`src/rtl/core/u8enc_pkg.sv`:
```
// Package for the UTF-8 encoder: status codes, encoding constants and the byte encoder.
package u8enc_pkg;

    // Default width of the string byte counter
    localparam int unsigned COUNT_BITS_DEF = 16;

    localparam int unsigned CP_BITS    = 31;
    localparam int unsigned LIMIT_BITS = 16;
    localparam int unsigned TOTAL_BITS = 16;
    localparam int unsigned MAX_BYTES  = 6;

    // Lead byte marks and continuation byte form
    localparam logic [7:0] LEAD2 = 8'hC0;
    localparam logic [7:0] LEAD3 = 8'hE0;
    localparam logic [7:0] LEAD4 = 8'hF0;
    localparam logic [7:0] LEAD5 = 8'hF8;
    localparam logic [7:0] LEAD6 = 8'hFC;
    localparam logic [7:0] CONT  = 8'h80;

    // Range bounds for each encoding length
    localparam logic [CP_BITS-1:0] BOUND2 = 31'h0000_0080;
    localparam logic [CP_BITS-1:0] BOUND3 = 31'h0000_0800;
    localparam logic [CP_BITS-1:0] BOUND4 = 31'h0001_0000;
    localparam logic [CP_BITS-1:0] BOUND5 = 31'h0020_0000;
    localparam logic [CP_BITS-1:0] BOUND6 = 31'h0400_0000;

    // Result status codes
    typedef enum logic [1:0] {
        ST_PROGRESS = 2'd0,
        ST_TERM     = 2'd1,
        ST_BUDGET   = 2'd2,
        ST_IGNORED  = 2'd3
    } status_t;

    // Encoded character: byte 0 goes out first
    typedef struct packed {
        logic [2:0]                 size;
        logic [MAX_BYTES-1:0][7:0]  bytes;
    } enc_t;

    // Continuation byte carrying six payload bits
    function automatic logic [7:0] cont_byte(input logic [5:0] bits);
        cont_byte = CONT | {2'b00, bits};
    endfunction

    // Extended UTF-8 encoding of one code point, one to six bytes
    function automatic enc_t encode(input logic [CP_BITS-1:0] cp);
        enc_t e;
        e.bytes = '0;
        if (cp < BOUND2) begin
            e.size     = 3'd1;
            e.bytes[0] = {1'b0, cp[6:0]};
        end else if (cp < BOUND3) begin
            e.size     = 3'd2;
            e.bytes[0] = LEAD2 | {3'b000, cp[10:6]};
            e.bytes[1] = cont_byte(cp[5:0]);
        end else if (cp < BOUND4) begin
            e.size     = 3'd3;
            e.bytes[0] = LEAD3 | {4'h0, cp[15:12]};
            e.bytes[1] = cont_byte(cp[11:6]);
            e.bytes[2] = cont_byte(cp[5:0]);
        end else if (cp < BOUND5) begin
            e.size     = 3'd4;
            e.bytes[0] = LEAD4 | {5'h00, cp[20:18]};
            e.bytes[1] = cont_byte(cp[17:12]);
            e.bytes[2] = cont_byte(cp[11:6]);
            e.bytes[3] = cont_byte(cp[5:0]);
        end else if (cp < BOUND6) begin
            e.size     = 3'd5;
            e.bytes[0] = LEAD5 | {6'h00, cp[25:24]};
            e.bytes[1] = cont_byte(cp[23:18]);
            e.bytes[2] = cont_byte(cp[17:12]);
            e.bytes[3] = cont_byte(cp[11:6]);
            e.bytes[4] = cont_byte(cp[5:0]);
        end else begin
            e.size     = 3'd6;
            e.bytes[0] = LEAD6 | {7'h00, cp[30]};
            e.bytes[1] = cont_byte(cp[29:24]);
            e.bytes[2] = cont_byte(cp[23:18]);
            e.bytes[3] = cont_byte(cp[17:12]);
            e.bytes[4] = cont_byte(cp[11:6]);
            e.bytes[5] = cont_byte(cp[5:0]);
        end
        return e;
    endfunction

endpackage

```
`src/rtl/core/utf8_encoder_with_byte_budget.sv`:
```
// UTF-8 encoder with a per-string byte budget: top level.
//
//  channel  direction  handshake              payload
//  in       sink       in_valid / in_stall    code_point, first_of_string
//  out      source     out_valid / out_stall  data_byte, byte_present, last_of_item,
//                                             status, total_bytes
//  cfg      sink       cfg_we                 cfg_data (byte_limit)
//
// An item is encoded in the cycle it is accepted and loaded into the result buffer.
// Unless stalled, the buffer sends one result per cycle: one per byte of a character,
// one for a status-only result. The next item is accepted in the cycle the last result
// of the current one is taken, so unstalled ASCII text streams at one item per cycle.
// Reset clears the byte count, the ended flag, the budget and the buffer's valid flag.
// A stall on the output holds the buffer and stalls the input.
module utf8_encoder_with_byte_budget
    import u8enc_pkg::*;
#(
    parameter int unsigned COUNT_BITS = COUNT_BITS_DEF
) (
    input  logic                     clk,
    input  logic                     rst_n,
    // configuration
    input  logic                     cfg_we,
    input  logic [LIMIT_BITS-1:0]    cfg_data,
    // input items
    input  logic                     in_valid,
    output logic                     in_stall,
    input  logic [CP_BITS-1:0]       code_point,
    input  logic                     first_of_string,
    // result items
    output logic                     out_valid,
    input  logic                     out_stall,
    output logic [7:0]               data_byte,
    output logic                     byte_present,
    output logic                     last_of_item,
    output logic [1:0]               status,
    output logic [TOTAL_BITS-1:0]    total_bytes
);

    localparam int unsigned EXT_BITS = (COUNT_BITS > LIMIT_BITS) ? COUNT_BITS : LIMIT_BITS;
    localparam int unsigned SUM_BITS = COUNT_BITS + 1;

    // Control state
    logic [LIMIT_BITS-1:0]      limit_reg;
    logic [COUNT_BITS-1:0]      bw_reg, bw_next;
    logic                       ended_reg, ended_next;
    logic                       valid_reg, valid_next;
    logic [2:0]                 left_reg, left_next;

    // Result buffer payload
    logic [MAX_BYTES-1:0][7:0]  bytes_reg, bytes_next;
    logic [COUNT_BITS-1:0]      cnt_reg, cnt_next;
    logic                       present_reg, present_next;
    status_t                    stat_reg, stat_next;

    logic                       acc, take;
    logic [COUNT_BITS-1:0]      bw_eff, eff_limit;
    logic                       ended_eff;
    logic [EXT_BITS-1:0]        lim_ext, max_ext, cnt_ext;
    logic [SUM_BITS-1:0]        sum;
    logic                       fits;
    enc_t                       enc;

    // Handshakes: take new item when buffer empty or its last result leaves now
    assign take     = valid_reg & ~out_stall;
    assign in_stall = valid_reg & (out_stall | (left_reg != 3'd0));
    assign acc      = in_valid & ~in_stall;

    // Budget saturated to what the counter can hold
    assign max_ext   = EXT_BITS'({COUNT_BITS{1'b1}});
    assign lim_ext   = EXT_BITS'(limit_reg);
    assign eff_limit = (lim_ext > max_ext) ? COUNT_BITS'(max_ext) : COUNT_BITS'(lim_ext);

    // State seen by this item after a possible string restart
    assign bw_eff    = first_of_string ? '0 : bw_reg;
    assign ended_eff = first_of_string ? 1'b0 : ended_reg;

    // Encode and check the fit
    assign enc  = encode(code_point);
    assign sum  = SUM_BITS'(bw_eff) + SUM_BITS'(enc.size);
    assign fits = (sum <= SUM_BITS'(eff_limit));

    // Next state
    always_comb
    begin
        bw_next      = bw_reg;
        ended_next   = ended_reg;
        valid_next   = valid_reg;
        left_next    = left_reg;
        bytes_next   = bytes_reg;
        cnt_next     = cnt_reg;
        present_next = present_reg;
        stat_next    = stat_reg;

        // step through the buffer
        if (take)
        begin
            if (left_reg != 3'd0)
            begin
                bytes_next = bytes_reg >> 8;
                left_next  = left_reg - 3'd1;
                cnt_next   = cnt_reg + 1'b1;
            end
            else
            begin
                valid_next = 1'b0;
            end
        end

        // load a new item
        if (acc)
        begin
            valid_next   = 1'b1;
            left_next    = 3'd0;
            bytes_next   = '0;
            present_next = 1'b0;
            cnt_next     = bw_eff;
            bw_next      = bw_eff;
            ended_next   = ended_eff;
            if (ended_eff)
            begin
                stat_next = ST_IGNORED;
            end
            else if (code_point == '0)
            begin
                // terminator, sent as a zero byte if room remains
                stat_next    = ST_TERM;
                ended_next   = 1'b1;
                present_next = (bw_eff < eff_limit);
            end
            else if (!fits)
            begin
                stat_next  = ST_BUDGET;
                ended_next = 1'b1;
                bw_next    = eff_limit;
                cnt_next   = eff_limit;
            end
            else
            begin
                stat_next    = ST_PROGRESS;
                present_next = 1'b1;
                bytes_next   = enc.bytes;
                left_next    = enc.size - 3'd1;
                cnt_next     = bw_eff + 1'b1;
                bw_next      = sum[COUNT_BITS-1:0];
            end
        end
    end

    // Control registers
    always_ff @(posedge clk or negedge rst_n)
    begin
        if (!rst_n)
        begin
            limit_reg <= '0;
            bw_reg    <= '0;
            ended_reg <= 1'b0;
            valid_reg <= 1'b0;
            left_reg  <= 3'd0;
        end
        else
        begin
            if (cfg_we)
            begin
                limit_reg <= cfg_data;
            end
            bw_reg    <= bw_next;
            ended_reg <= ended_next;
            valid_reg <= valid_next;
            left_reg  <= left_next;
        end
    end

    // Payload registers
    always_ff @(posedge clk)
    begin
        bytes_reg   <= bytes_next;
        cnt_reg     <= cnt_next;
        present_reg <= present_next;
        stat_reg    <= stat_next;
    end

    // Outputs
    assign cnt_ext      = EXT_BITS'(cnt_reg);
    assign out_valid    = valid_reg;
    assign data_byte    = bytes_reg[0];
    assign byte_present = present_reg;
    assign last_of_item = (left_reg == 3'd0);
    assign status       = stat_reg;
    assign total_bytes  = cnt_ext[TOTAL_BITS-1:0];

endmodule

```
`config.mk`:
```
export PLATFORM = sky130hd
export DESIGN_NAME = utf8_encoder_with_byte_budget
export DESIGN_NICKNAME = d
export VERILOG_FILES = /design/src/rtl/core/u8enc_pkg.sv /design/src/rtl/core/utf8_encoder_with_byte_budget.sv
export SDC_FILE = /design/constraint.sdc
export NUM_CORES = 1
export LEC_CHECK = 0
export BUFFER_PORTS_ARGS = -buffer_cell sky130_fd_sc_hd__buf_2
export CORE_MARGIN = 2
export CORE_UTILIZATION = 53
export CTS_CLUSTER_SIZE = 40
export DETAILED_ROUTE_END_ITERATION = 10
export HOLD_SLACK_MARGIN = 0.08
export MAX_ROUTING_LAYER = met4
export PLACE_DENSITY = 0.73
export SYNTH_ARGS = -nofsm -noshare
export SYNTH_HDL_FRONTEND = slang
export SYNTH_SLANG_ARGS = --single-unit
```
`constraint.sdc`:
```
create_clock -name clk -period 5.35 [get_ports clk]
set_input_delay 0.2675 -clock clk [delete_from_list [all_inputs] [get_ports clk]]
set_output_delay 0.2675 -clock clk [all_outputs]
set_load 0.02 [all_outputs]
```
## After elaboration in Yosys (flattened, before gate mapping)

Index checks and enable logic that the tools add are counted.

| word-level totals | value |
|---|---|
| register bits after elaboration | 104 |
| input bits | 53 |
| output and inout port bits | 30 |
| word-level logic and storage cells | 96 |

| operators by class | value |
|---|---|
| $add $sub $neg | 5 |
| order comparisons | 8 |
| equality and inequality tests | 1 |
| multiplexer cells | 53 |
| bitwise logic cells | 6 |
| reduce and logical (&&, ||, !) cells | 8 |

Operators with widths:

| kind | count |
|---|---|
| $mux W48 | 6 |
| $mux W16 | 13 |
| $mux W40 | 5 |
| $mux W32 | 2 |
| $mux W24 | 2 |
| $mux W38 | 1 |
| $add A16 B1 Y16 const B | 2 |
| $logic_not A31 Y1 | 1 |
| $lt A31 B12 Y1 const B | 1 |
| $lt A31 B17 Y1 const B | 1 |
| $lt A31 B22 Y1 const B | 1 |
| $lt A31 B27 Y1 const B | 1 |
| $lt A31 B8 Y1 const B | 1 |
| $mux W3 | 10 |
| $add A16 B3 Y17 | 1 |
| $le A17 B16 Y1 | 1 |
| $gt A16 B16 Y1 const B | 1 |
| $lt A16 B16 Y1 | 1 |
| $mux W8 | 2 |
| $mux W1 | 9 |
| $mux W2 | 3 |
| $sub A3 B1 Y3 const B | 2 |
| $reduce_and A2 Y1 | 2 |
| $reduce_bool A2 Y1 | 2 |
| other kinds (7) | 10 |

## Depth between registers and ports, before layout

Gate-level depths: netlist of run 1.

| depth | value |
|---|---|
| depth after elaboration | 14 |
| depth in mapped cells | 20 |

## Worst setup path after synthesis of run 1

No wires, ideal clock.

| path | value |
|---|---|
| kind | input-to-reg |
| start | input port code_point[29] |
| end | register cnt_reg[4] (netlist: total_bytes[4]) (data pin) |
| library setup time | 152 ps |
| arrival | 4740 ps |
| required time | 5198 ps |
| path slack | 458 ps |
| cell stages on the path | 18 |
| path buffers | 1 |
| cells stage by stage | or4_4 -> nand2b_4 -> nor3_4 -> inv_1 -> a21oi_1 -> ha_1 -> a21oi_1 -> a211oi_1 -> nand4_1 -> xnor2_1 -> ha_1 -> nand3_1 -> or3_1 -> o22ai_1 -> o211ai_1 -> buf_2 -> or4_1 -> a31oi_1 |

| on the way | value |
|---|---|
| word-level cells in the longest chain between the ends | 12 |
| elaborated cells between the ends (all ways) | 17 |
| classes of those cells | 1 x add/sub; 6 x order compare; 9 x mux; 1 x reduce/logical |

RTL lines:

| item | RTL line | RTL |
|---|---|---|
| start, declared | utf8_encoder_with_byte_budget.sv:28 | `input logic [CP_BITS-1:0] code_point,` |
| $lt A31 B27 Y1 | u8enc_pkg.sv:68 | `end else if (cp < BOUND6) begin` |
| $mux W2 | u8enc_pkg.sv:68 |  |
| $mux W3 | u8enc_pkg.sv:62 | `end else if (cp < BOUND5) begin` |
| $mux W3 | u8enc_pkg.sv:57 | `end else if (cp < BOUND4) begin` |
| $mux W3 | u8enc_pkg.sv:53 | `end else if (cp < BOUND3) begin` |
| $mux W3 | u8enc_pkg.sv:50 | `if (cp < BOUND2) begin` |
| $add A16 B3 Y17 | utf8_encoder_with_byte_budget.sv:80 | `assign sum = SUM_BITS'(bw_eff) + SUM_BITS'(enc.size);` |
| $le A17 B16 Y1 | utf8_encoder_with_byte_budget.sv:81 | `assign fits = (sum <= SUM_BITS'(eff_limit));` |
| $mux W16 | utf8_encoder_with_byte_budget.sv:131 | `else if (!fits)` |
| $mux W16 * | utf8_encoder_with_byte_budget.sv:124 | `else if (code_point == '0)` |
| $mux W16 * | utf8_encoder_with_byte_budget.sv:120 | `if (ended_eff)` |
| $mux W16 * | utf8_encoder_with_byte_budget.sv:111 | `if (acc)` |
| via cnt_next[4] | utf8_encoder_with_byte_budget.sv:52 | `logic [COUNT_BITS-1:0] cnt_reg, cnt_next;` |
| end signal, assigned | utf8_encoder_with_byte_budget.sv:178 | `cnt_reg <= cnt_next;` |
| end, declared | utf8_encoder_with_byte_budget.sv:52 |  |

Mark *: on every way through the listed nets, which the timed path passes. The rest lies on a longest branch.
A chain may end at the register's enable or synchronous reset.

## Worst setup path after layout of run 1

| path | value |
|---|---|
| start | input port code_point[14] |
| end | register bytes_reg[45] (netlist name) (data pin) |

| on the way | value |
|---|---|
| word-level cells in the longest chain between the ends | 12 |
| elaborated cells between the ends (all ways) | 22 |
| classes of those cells | 1 x add/sub; 6 x order compare; 14 x mux; 1 x reduce/logical |

RTL lines:

| item | RTL line | RTL |
|---|---|---|
| $lt A31 B27 Y1 | u8enc_pkg.sv:68 |  |
| $mux W2 | u8enc_pkg.sv:68 |  |
| $mux W3 | u8enc_pkg.sv:62 |  |
| $mux W3 | u8enc_pkg.sv:57 |  |
| $mux W3 | u8enc_pkg.sv:53 |  |
| $mux W3 | u8enc_pkg.sv:50 |  |
| $add A16 B3 Y17 | utf8_encoder_with_byte_budget.sv:80 |  |
| $le A17 B16 Y1 | utf8_encoder_with_byte_budget.sv:81 |  |
| $mux W48 | utf8_encoder_with_byte_budget.sv:131 |  |
| $mux W48 * | utf8_encoder_with_byte_budget.sv:124 |  |
| $mux W48 * | utf8_encoder_with_byte_budget.sv:120 |  |
| $mux W48 * | utf8_encoder_with_byte_budget.sv:111 |  |
| end signal, assigned | utf8_encoder_with_byte_budget.sv:177 | `bytes_reg <= bytes_next;` |
| end, declared | utf8_encoder_with_byte_budget.sv:51 | `logic [MAX_BYTES-1:0][7:0] bytes_reg, bytes_next;` |

Mark *: on every way between the ends. The rest lies on a longest branch, timed or not.

==> metrics.yaml, run 1 <==
yosys:
  synth_compound_area_share_pct: 20.53
  synth_ff_type: "edfxtp_1"
  yosysMostFrequentCell: "nand2_1"
  yosys.area_share.adder_pct: 7.292
  synth_seq_area_share_pct: 39.05
  synth_top_area_cell: "edfxtp_1"
  ys_types: 78
  synth_top_family_by_area: "simple AND/OR/NAND/NOR gates"
  synthCells: 813
  synthTopCellsByCount: "nand2_1, nor2_1, edfxtp_1, o21ai_0, inv_1"
  netlist_area_um2: 7138
  avgSynthCellArea_um2: 8.780
  yosys.area_share.simple_pct: 21.77
  synth.area.mux_share_pct: 0.8589
  synth_top_cell_area_share_pct: 26.08
  ys.warnings.count: 0
  synth_edf_count: 62
  ys_ff_latch: 99
  ys_top_cells_by_area: "edfxtp_1, dfrtp_1, ha_1, nand2_1, nor2_1"
  syn-num-nets: 907
  async_reset_ff_share_pct: 37.37
  yosys.area_share.xor_xnor_pct: 4.417
critical_path:
  crit-reg2reg-launch: "bw_reg[0]"
  critPathKind: "primary input to flip-flop"
  r2r_cells: 17
  critPathLaunch: "code_point[14]"
  cp.arrival_ns: 5.28
  worstSetupStartpointType: "primary input"
  worstPathRequired_ns: 5.57
  critical_path.endpoint: "bytes_reg[45]"
  reg2reg_setup_slack_ns: 0.80
  end_kind: "flip-flop"
  reg2reg_to: "bytes_reg[45]"
  crit_fanout: 16
finish:
  largest_reg_flops: 35
  regArea_um2: 2788
  fin_nets: 976
  fin_util_pct: 61.21
  multi_input_area_um2: 3944
  syn_to_final_growth_pct: 13.11
  diodes: 0
  drive_above_1_share_pct: 17.14
  fillers: 1179
drt:
  wl_met1_um: 10400
  met2_length_um: 9125
  dr_total_vias: 6737
  highest_layer: "met4"
  ant_nets: 0
  drt_pre_antenna_iters: 6
  drc_errors: 0
  drt_iter0_drc: 883
  wire_per_inst_um: 21.15
  met3_wirelength_um: 2603
  via_per_inst: 6.338
  drt_wl_total_um: 22480
clocking:
  cts_tree: "done"
  root_buffer: "clkbuf_16"
  htreeDepth: 3
  cts_buffers: 9
  postCtsSetupRepairBufs: 0
  cts.sinks: 99
  clkTransAtPathRegs_ns: 0.07
  clk_latency_ns: 0.35
  cts_buffer_depth: 2
worst_hold_path:
  hp-class: "primary input to flip-flop"
floorplan:
  die_area_um2: 14410
  num_io_pins: 83
  die_y_um: 120.1
  core_area_um2: 13190
  die_w_um: 120.1
  std_cell_rows: 42
  start_util_pct: 54.12
pwr:
  ir_worst_vdd_mv: 0.2286
  p_leak_nw: 3.430
  p_per_area_nw_per_um2: 400.5
placed_design:
  io_buffers: 82
  hpwlAfterDp_um: 16600
  dpl_worst_slack_ns: 0.02662
  routabilityCongestion: 0.9993
sta:
  tightest_slew_ns: 0.8957
  hold_viol: 0
  fmax_ghz: 0.1976
  skew_ns: 0.009759
  setup_tns_ns: 0
  rsz0062_at_grt: "false"
  setup_viol: 0
  finalCriticalPeriod_ns: 5.059
  timing.final.ws_setup_ns: 0.2905
  period_share_pct: 94.57
  relSlewSlack_pct: 38.74
  drv_slew: 0
global_routing:
  grt_first_pass_wirelength_um: 35370
  grt_use_total_pct: 32.84
  antenna_found_initial: 0
  overflow: 0
  grt_pass1_vias: 6215
  grt_start_max_net_pins: 72
outcome:
  status: "complete, no violations"
job:
  maxCapViolations: 0
[timing repair]
item                                    CTS  global route
hold buffers                              1             0
gates resized for setup                   0             1
endpoints found under the hold margin    37             0
endpoints found under the setup margin    0             1
[stage by stage]
| step | hold WS, ns | std cells | cell area [um2] | power (mW) |
|---|---|---|---|---|
| 6_report | 0.1190 | 1063 | 8074 | 3.234 |
| 3_3_place_gp | 0.4297 | 1046 | 7761 | 2.508 |
| 2_1_floorplan | -0.02809 | 813 | 7138 | 2.131 |
| 4_1_cts | 0.1176 | 1063 | 8069 | 3.212 |
| 5_1_grt | 0.1296 | 1063 | 8074 | 3.430 |
| 3_5_place_dp | 0.4406 | 1046 | 7761 | 2.546 |
[final cells by class]
cell class	instances	area share, %
timing repair buffer	112	8.058
clock inverter	6	0.8523
sequential	99	34.53
clock buffer	10	2.836
multi-input combinational	614	48.85
tap	176	2.727
inverter	46	2.154
[layout by cell type, fill, tap and decap left out, types with 9 or more instances in the layout]
| master | Yosys | final |
|---|---|---|
| dfrtp_1 | 37 | 37 |
| a21oi_1 | 40 | 39 |
| and3_1 | 13 | 13 |
| xor2_1 | 10 | 10 |
| nand2_1 | 92 | 92 |
| nor3_1 | 23 | 23 |
| nand4_1 | 12 | 12 |
| ha_1 | 40 | 40 |
| xnor2_1 | 26 | 26 |
| clkbuf_16 | 0 | 9 |
| a22o_1 | 9 | 9 |
| a22oi_1 | 13 | 13 |
| buf_4 | 8 | 28 |
| edfxtp_1 | 62 | 62 |
| nor2b_1 | 9 | 9 |
| buf_2 | 10 | 82 |
| a31oi_1 | 28 | 28 |
| nand3_1 | 28 | 28 |
| nand2b_1 | 12 | 12 |
| o22ai_1 | 9 | 9 |
| inv_1 | 44 | 44 |
| o21ai_0 | 55 | 55 |
| nor2_1 | 74 | 74 |
[cell families after synthesis]
group	after synthesis
and+or+nand+nor	308
AOI/OAI and AO/OA	223
buffers and inverters	100
DFF	99
adders and majority gates	41
xor gates and xnor gates	36
muxes	6
[routing by layer]
layer  vias up  global-route usage [%]
met5         -                       -
met4         0                   8.088
met3        25                   7.747
met2       395                   42.12
met1      3181                   51.38
li1       3136                       -
[worst max-delay path, cell delays in order]
cell,delay [ns]
buf_2,0.14
or4_4,0.57
nor2_2,0.11
a21oi_1,0.07
o21ai_0,0.32
inv_1,0.10
ha_1,0.24
fa_1,0.41
a21oi_1,0.22
buf_4,0.16
nor2_1,0.05
and3_1,0.18
xor2_1,0.26
ha_1,0.33
nand4_1,0.10
nor3_1,0.07
a2111oi_2,0.40
o211ai_1,0.15
buf_4,0.22
nor2_1,0.63
and3_1,0.26
[how the worst min path moves through the flow]
stage,startpoint,endpoint,slack [ns],depth (start not counted)
after global placement,rst_n,lim_ext[11],0.43,1
after detailed placement,rst_n,lim_ext[11],0.44,1
after floorplan,rst_n,bw_reg[0],-0.03,0
after global routing,cfg_data[15],lim_ext[15],0.13,3
after CTS,cfg_data[7],lim_ext[7],0.12,3
final,cfg_data[7],lim_ext[7],0.12,3
[report_power, final]
group          switching [mW]  total, mW  internal, mW
combinational           0.843       1.32         0.481
sequential              0.165       1.25          1.08
clock                   0.296      0.664         0.368
total                    1.30       3.23          1.93
Note: power is estimated with default switching activity, not from simulation.
==> run 2, diff against run 1 <==
--- a/config.mk
+++ b/config.mk
@@ -6,6 +6,7 @@
 export NUM_CORES = 1
 export LEC_CHECK = 0
 export BUFFER_PORTS_ARGS = -buffer_cell sky130_fd_sc_hd__buf_2
+export CORE_ASPECT_RATIO = 1.1
 export CORE_MARGIN = 2
 export CORE_UTILIZATION = 53
 export CTS_CLUSTER_SIZE = 40
==> metrics.yaml, run 2 (same netlist as run 1, synthesis figures left out) <==
drt:
  wire_per_inst_um: 21.49  # was 21.15 um
  dr_total_vias: 6866  # was 6737
  drc_errors: 0  # unchanged
  via_per_inst: 6.589  # was 6.338
  drt_wl_total_um: 22390  # was 22480 um
  drt_iter0_drc: 827  # was 883
  drt_pre_antenna_iters: 6  # unchanged
  ant_nets: 0  # unchanged
critical_path:
  reg2reg_to: "bytes_reg[9]"  # was bytes_reg[45]
  crit_cells: 21  # unchanged
  critPathKind: "primary input to flip-flop"  # unchanged
  cp.arrival_ns: 5.23  # was 5.28 ns
  cpPeakStageDelay_ns: 0.58  # was 0.63 ns
  path_cells: "buf_2 > or4_4 > nor2_2 > a21oi_1 > o21ai_0 > inv_1 > ha_1 > fa_1 > a21oi_1 > buf_4 > nor2b_1 > xnor2_1 > nor2_1 > ha_1 > a21oi_1 > o21ai_0 > a2111oi_2 > o211a_1 > nand3_1 > buf_4 > o21ai_0"  # was buf_2 > or4_4 > nor2_2 > a21oi_1 > o21ai_0 > inv_1 > ha_1 > fa_1 > a21oi_1 > buf_4 > nor2_1 > and3_1 > xor2_1 > ha_1 > nand4_1 > nor3_1 > a2111oi_2 > o211ai_1 > buf_4 > nor2_1 > and3_1
  critical_path.endpoint: "bytes_reg[9]"  # was bytes_reg[45]
  crit-reg2reg-launch: "bw_reg[0]"  # unchanged
  worstPathRequired_ns: 5.51  # was 5.57 ns
  r2r_cells: 17  # unchanged
  critPathTopFamily: "compound AO/OA/AOI/OAI gates"  # was simple AND/OR/NAND/NOR gates
  slowest_stage: "or4_4"  # was nor2_1
  crit_fanout: 9  # was 16
  crit_buf_inv: 4  # unchanged
  worstSetupStartpointType: "primary input"  # unchanged
  end_kind: "flip-flop"  # unchanged
  reg2reg_setup_slack_ns: 0.95  # was 0.80 ns
  critPathLaunch: "code_point[14]"  # unchanged
floorplan:
  core_area_um2: 13160  # was 13190 um2
  die_area_um2: 14410  # about the same
  start_util_pct: 54.25  # was 54.12%
  std_cell_rows: 44  # was 42
  num_io_pins: 83  # unchanged
  die_w_um: 114.7  # was 120.1 um
  die_y_um: 125.7  # was 120.1 um
global_routing:
  overflow: 0  # unchanged
  grt_pass1_vias: 6698  # was 6215
  antenna_found_initial: 0  # unchanged
  grt_use_total_pct: 32.73  # was 32.84%
  grt_start_max_net_pins: 73  # was 72
  grt_first_pass_wirelength_um: 35760  # was 35370 um
finish:
  final-instance-count-excl-fill: 1042  # was 1063
  multi_input_area_um2: 3939  # was 3944 um2
  fin_nets: 970  # was 976
  syn_to_final_growth_pct: 12.22  # was 13.11%
  layout_commonest_cell: "nand2_1"  # unchanged
  diodes: 0  # unchanged
  fillers: 1160  # was 1179
  mostFrequentLayoutCells: "nand2_1, buf_2, nor2_1"  # unchanged
  largest_reg_flops: 35  # unchanged
  drive_above_1_share_pct: 16.57  # was 17.14%
  fin_util_pct: 60.88  # was 61.21%
  regArea_um2: 2788  # unchanged
sta:
  finalCriticalPeriod_ns: 5.074  # was 5.059 ns
  setup_tns_ns: 0  # unchanged
  tightest_slew_ns: 1.198  # was 0.8957 ns
  drv_slew: 0  # unchanged
  relSlewSlack_pct: 19.83  # was 38.74%
  period_share_pct: 94.85  # was 94.57%
  fmax_ghz: 0.1971  # was 0.1976 GHz
  rsz0062_at_grt: "false"  # unchanged
  hold_viol: 0  # unchanged
  setup_viol: 0  # unchanged
  skew_ns: 0.008214  # was 0.009759 ns
job:
  maxCapViolations: 0  # unchanged
clocking:
  clkTransAtPathRegs_ns: 0.07  # about the same
  cts_buffers: 9  # unchanged
  clk_latency_ns: 0.36  # was 0.35 ns
  cts.sinks: 99  # unchanged
  cts_tree: "done"  # unchanged
  root_buffer: "clkbuf_16"  # unchanged
  htreeDepth: 3  # unchanged
  cts_buffer_depth: 2  # unchanged
worst_hold_path:
  hold_start: "cfg_data[4]"  # was cfg_data[7]
  hp-class: "primary input to flip-flop"  # unchanged
pwr:
  ir_worst_vdd_mv: 0.3212  # was 0.2286 mV
  p_per_area_nw_per_um2: 404.1  # was 400.5 nW/um2
  total_power_mw: 3.237  # was 3.234 mW
  p_leak_nw: 3.400  # was 3.430 nW
placed_design:
  io_buffers: 82  # unchanged
  routabilityCongestion: 0.9949  # was 0.9993
  hpwlAfterDp_um: 16000  # was 16600 um
  dp_cells: 1025  # was 1046
outcome:
  status: "complete, no violations"  # unchanged
[run 2: cell types whose count changed in the layout (fill, tap and decap cells not counted), sizes merged]
cell | previous run | this run
inv | 49 | 46
buf | 111 | 105
clkinv | 2 | 5
[run 2: metrics by stage]
step	setup slack, ns	instance area [um2]	hold slack (ns)
after floorplan	0.4579	7138	-0.02809
after global placement	0.1169	7697	0.4345
after detailed placement	0.009874	7697	0.4441
after CTS	0.3226	8010	0.1107
after global routing	0.02457	8010	0.1286
final	0.2757	8010	0.1170
[run 2: routing by layer]
metal  global-route usage, %  vias to the layer above  part of all wire [%]
met5                       -                        -                     0
met2                   49.43                      381                    46
met3                   5.294                       67                   8.5
met4                   11.05                        0                   2.9
met1                   44.98                     3290                    43
li1                        -                     3128                     -
[run 2: worst register-to-register path: stages, from the launching register on]
cell	delay, ns
dfrtp_1	0.43
nand2b_1	0.16
inv_1	0.09
ha_1	0.22
fa_1	0.43
a21oi_1	0.22
buf_4	0.17
nor2b_1	0.05
xnor2_1	0.12
nor2_1	0.16
ha_1	0.29
a21oi_1	0.15
o21ai_0	0.16
a2111oi_2	0.43
o211a_1	0.33
nand3_1	0.25
buf_4	0.28
o21ai_0	0.27
[run 2: worst min-delay path by stage]
| stage | slack, ns | cells past startpoint | endpoint |
|---|---|---|---|
| after floorplan | -0.03 | 0 | bw_reg[0] |
| after global placement | 0.43 | 1 | lim_ext[3] |
| after detailed placement | 0.44 | 1 | lim_ext[4] |
| after CTS | 0.11 | 3 | lim_ext[4] |
| after global routing | 0.13 | 3 | lim_ext[13] |
| final | 0.12 | 3 | lim_ext[4] |
[run 2: repair_timing]
action | CTS | global route
buffers inserted | 0 | 0
endpoints found under the hold margin | 37 | 0
hold buffers | 1 | 0
gates resized for setup | 0 | 0
[run 2: where the power goes]
group	internal, mW	switching (mW)	total [mW]	leakage [nW]
registers	1.08	0.169	1.25	1.06
clock network	0.368	0.306	0.674	0.147
logic	0.476	0.838	1.31	2.19
total	1.92	1.31	3.24	3.40
[run 2: layout make-up]
cell class	instances	share of cell area, %
clock buffers	10	2.858
clock inverters	6	0.9216
inverters	46	2.171
multi-input cells	614	49.17
flip-flops and latches	99	34.80
well taps	161	2.515
repair buffers	106	7.560
==> run 3, diff against run 2 <==
==> constraint.sdc (replaced) <==
create_clock -name clk -period 5.8 [get_ports clk]
set_input_delay 0.29 -clock clk [delete_from_list [all_inputs] [get_ports clk]]
set_output_delay 0.29 -clock clk [all_outputs]
set_load 0.02 [all_outputs]
==> metrics.yaml, run 3 (same netlist as run 1, synthesis figures left out) <==
outcome:
  status: "complete, no violations"  # unchanged
placed_design:
  routabilityCongestion: 1.055  # was 0.9949
  io_buffers: 82  # unchanged
  dp_cells: 1021  # was 1025
  dpl_worst_slack_ns: 0.1082  # was 0.009874 ns
  hpwlAfterDp_um: 16470  # was 16000 um
  dpl_cell_area_um2: 7655  # was 7697 um2
clocking:
  clk_latency_ns: 0.35  # was 0.36 ns
  clkTransAtPathRegs_ns: 0.07  # about the same
  cts_tree: "done"  # unchanged
  root_buffer: "clkbuf_16"  # unchanged
  postCtsSetupRepairBufs: 0  # unchanged
  htreeDepth: 3  # unchanged
  cts_buffer_depth: 2  # unchanged
  cts_buffers: 9  # unchanged
  cts.sinks: 99  # unchanged
critical_path:
  crit-reg2reg-launch: "bw_reg[0]"  # unchanged
  cpPeakStageDelay_ns: 0.55  # was 0.58 ns
  critPathKind: "primary input to flip-flop"  # unchanged
  worstPathRequired_ns: 6.00  # was 5.51 ns
  cp.arrival_ns: 5.58  # was 5.23 ns
  critPathLaunch: "code_point[29]"  # was code_point[14]
  end_kind: "flip-flop"  # unchanged
  slowest_stage: "or4_4"  # unchanged
  crit_fanout: 29  # was 9
  worstSetupStartpointType: "primary input"  # unchanged
  path_cells: "buf_2 > or4_4 > and4b_1 > nand2_1 > nor2_1 > a21oi_1 > fa_1 > a21oi_1 > nor2b_1 > xnor2_1 > nor2_1 > ha_1 > a21oi_1 > o21ai_0 > a2111oi_2 > o211ai_1 > buf_4 > or4_1 > a31oi_1"  # was buf_2 > or4_4 > nor2_2 > a21oi_1 > o21ai_0 > inv_1 > ha_1 > fa_1 > a21oi_1 > buf_4 > nor2b_1 > xnor2_1 > nor2_1 > ha_1 > a21oi_1 > o21ai_0 > a2111oi_2 > o211a_1 > nand3_1 > buf_4 > o21ai_0
  cp_common_cell: "a21oi_1"
sta:
  hold_viol: 0  # unchanged
  setup_tns_ns: 0  # unchanged
  period_share_pct: 92.84
  timing.final.ws_setup_ns: 0.4156  # was 0.2757 ns
  drv_slew: 0  # unchanged
  relSlewSlack_pct: 16.59  # was 19.83%
  fmax_ghz: 0.1857
  finalCriticalPeriod_ns: 5.384
  whs_ns: 0.07321  # was 0.1170 ns
  rsz0062_at_grt: "false"  # unchanged
  skew_ns: 0.01017  # was 0.008214 ns
  setup_viol: 0  # unchanged
  tightest_slew_ns: 1.247  # was 1.198 ns
finish:
  layout_commonest_cell: "nand2_1"  # unchanged
  largest_reg_flops: 35  # unchanged
  drive_above_1_share_pct: 16.44  # was 16.57%
  fin_nets: 965  # was 970
  syn_to_final_growth_pct: 11.92  # was 12.22%
  fin_area_um2: 7989  # was 8010 um2
  diodes: 0  # unchanged
  final-instance-count-excl-fill: 1037  # was 1042
  mostFrequentLayoutCells: "nand2_1, buf_2, nor2_1"  # unchanged
  fillers: 1146  # was 1160
floorplan:
  core_area_um2: 13160  # unchanged
  die_y_um: 125.7  # unchanged
  std_cell_rows: 44  # unchanged
  die_area_um2: 14410  # unchanged
  start_util_pct: 54.25  # unchanged
  die_w_um: 114.7  # unchanged
  num_io_pins: 83  # unchanged
pwr:
  internal-power_mw: 1.805  # was 1.924 mW
  p_per_area_nw_per_um2: 378.2  # was 404.1 nW/um2
  power_frac_comb_pct: 39.8  # was 40.6%
  p_switching_mw: 1.216  # was 1.313 mW
  p_leak_nw: 3.378  # was 3.400 nW
  p_sw_share_pct: 40.25  # was 40.57%
  pwr-share-seq_pct: 38.3  # was 38.6%
  clockPowerShare_pct: 22.0  # was 20.8%
  ir_worst_vdd_mv: 0.2551  # was 0.3212 mV
drt:
  drt_wl_total_um: 22880  # was 22390 um
  ant_nets: 0  # unchanged
  wire_per_inst_um: 22.07  # was 21.49 um
  dr_total_vias: 6871  # was 6866
  drt_iter0_drc: 736  # was 827
  drt_pre_antenna_iters: 5  # was 6
  drc_errors: 0  # unchanged
  via_per_inst: 6.626  # was 6.589
global_routing:
  grt_start_max_net_pins: 73  # unchanged
  antenna_found_initial: 0  # unchanged
  overflow: 0  # unchanged
  grt_pass1_vias: 6688  # was 6698
  grt_use_total_pct: 33.16  # was 32.73%
  grt_first_pass_wirelength_um: 35870  # was 35760 um
job:
  maxCapViolations: 0  # unchanged
worst_hold_path:
  hp-class: "primary input to asynchronous set/reset pin"  # was primary input to flip-flop
run 3: final timing paths:
check / depth (start not counted) / slack [ns] / endpoint
max: 19 / 0.42 / total_bytes[3]
min: 1 / 0.07 / lim_ext[1]
max reg2reg: 16 / 1.26 / total_bytes[3]
min reg2reg: 1 / 0.52 / bytes_reg[31]
max in group asynchronous: 1 / 5.14 / bw_reg[14]
min in group clk: 3 / 0.14 / lim_ext[11]
run 3: routing by layer:
layer	GRT usage (%)	vias up	part of all wire [%]
li1	-	3113	-
met1	46.14	3277	43
met2	49.74	423	45
met3	5.342	58	9.7
met4	10.55	0	2.5
met5	-	-	0
run 3: area by class of cell:
cell class              count  area, um2  share of cell area (%)
flip-flops and latches     99       2788                   34.89
multi-input cells         614       3951                   49.46
clock buffers               9      225.2                   2.819
repair buffers            101      553.0                   6.922
clock inverters             7      96.34                   1.206
well taps                 161      201.4                   2.522
inverters                  46      173.9                   2.177
run 3: metrics by stage:
step	utilization [%]	total power, mW
2_1_floorplan	-	1.966
3_3_place_gp	58.18	2.295
3_5_place_dp	58.18	2.328
4_1_cts	60.62	2.992
5_1_grt	60.72	3.187
6_report	60.72	3.021
run 3: repair_timing:
item | 4_1_cts | 5_1_grt
setup endpoints to repair | 0 | 8
endpoints found under the hold margin | 0 | 0
resized for setup | 0 | 2
hold buffers | 0 | 0
run 3: worst max-delay path: cells and delay by family:
| kind | cells | cell delay, ns |
|---|---|---|
| xor gates and xnor gates | 1 | 0.14 |
| AOI/OAI and AO/OA | 7 | 1.65 |
| adders and majority gates | 2 | 0.81 |
| buffers and inverters | 2 | 0.38 |
| and+or+nand+nor | 7 | 2.31 |
run 3: power groups by stage:
stage                     logic (mW)  clock network (mW)  registers (mW)
final                           1.20               0.664            1.16
after detailed placement        1.17                   0            1.16
after CTS                       1.18               0.666            1.15
after global placement          1.14                   0            1.16
after floorplan                0.797                   0            1.17
after global routing            1.32               0.696            1.17
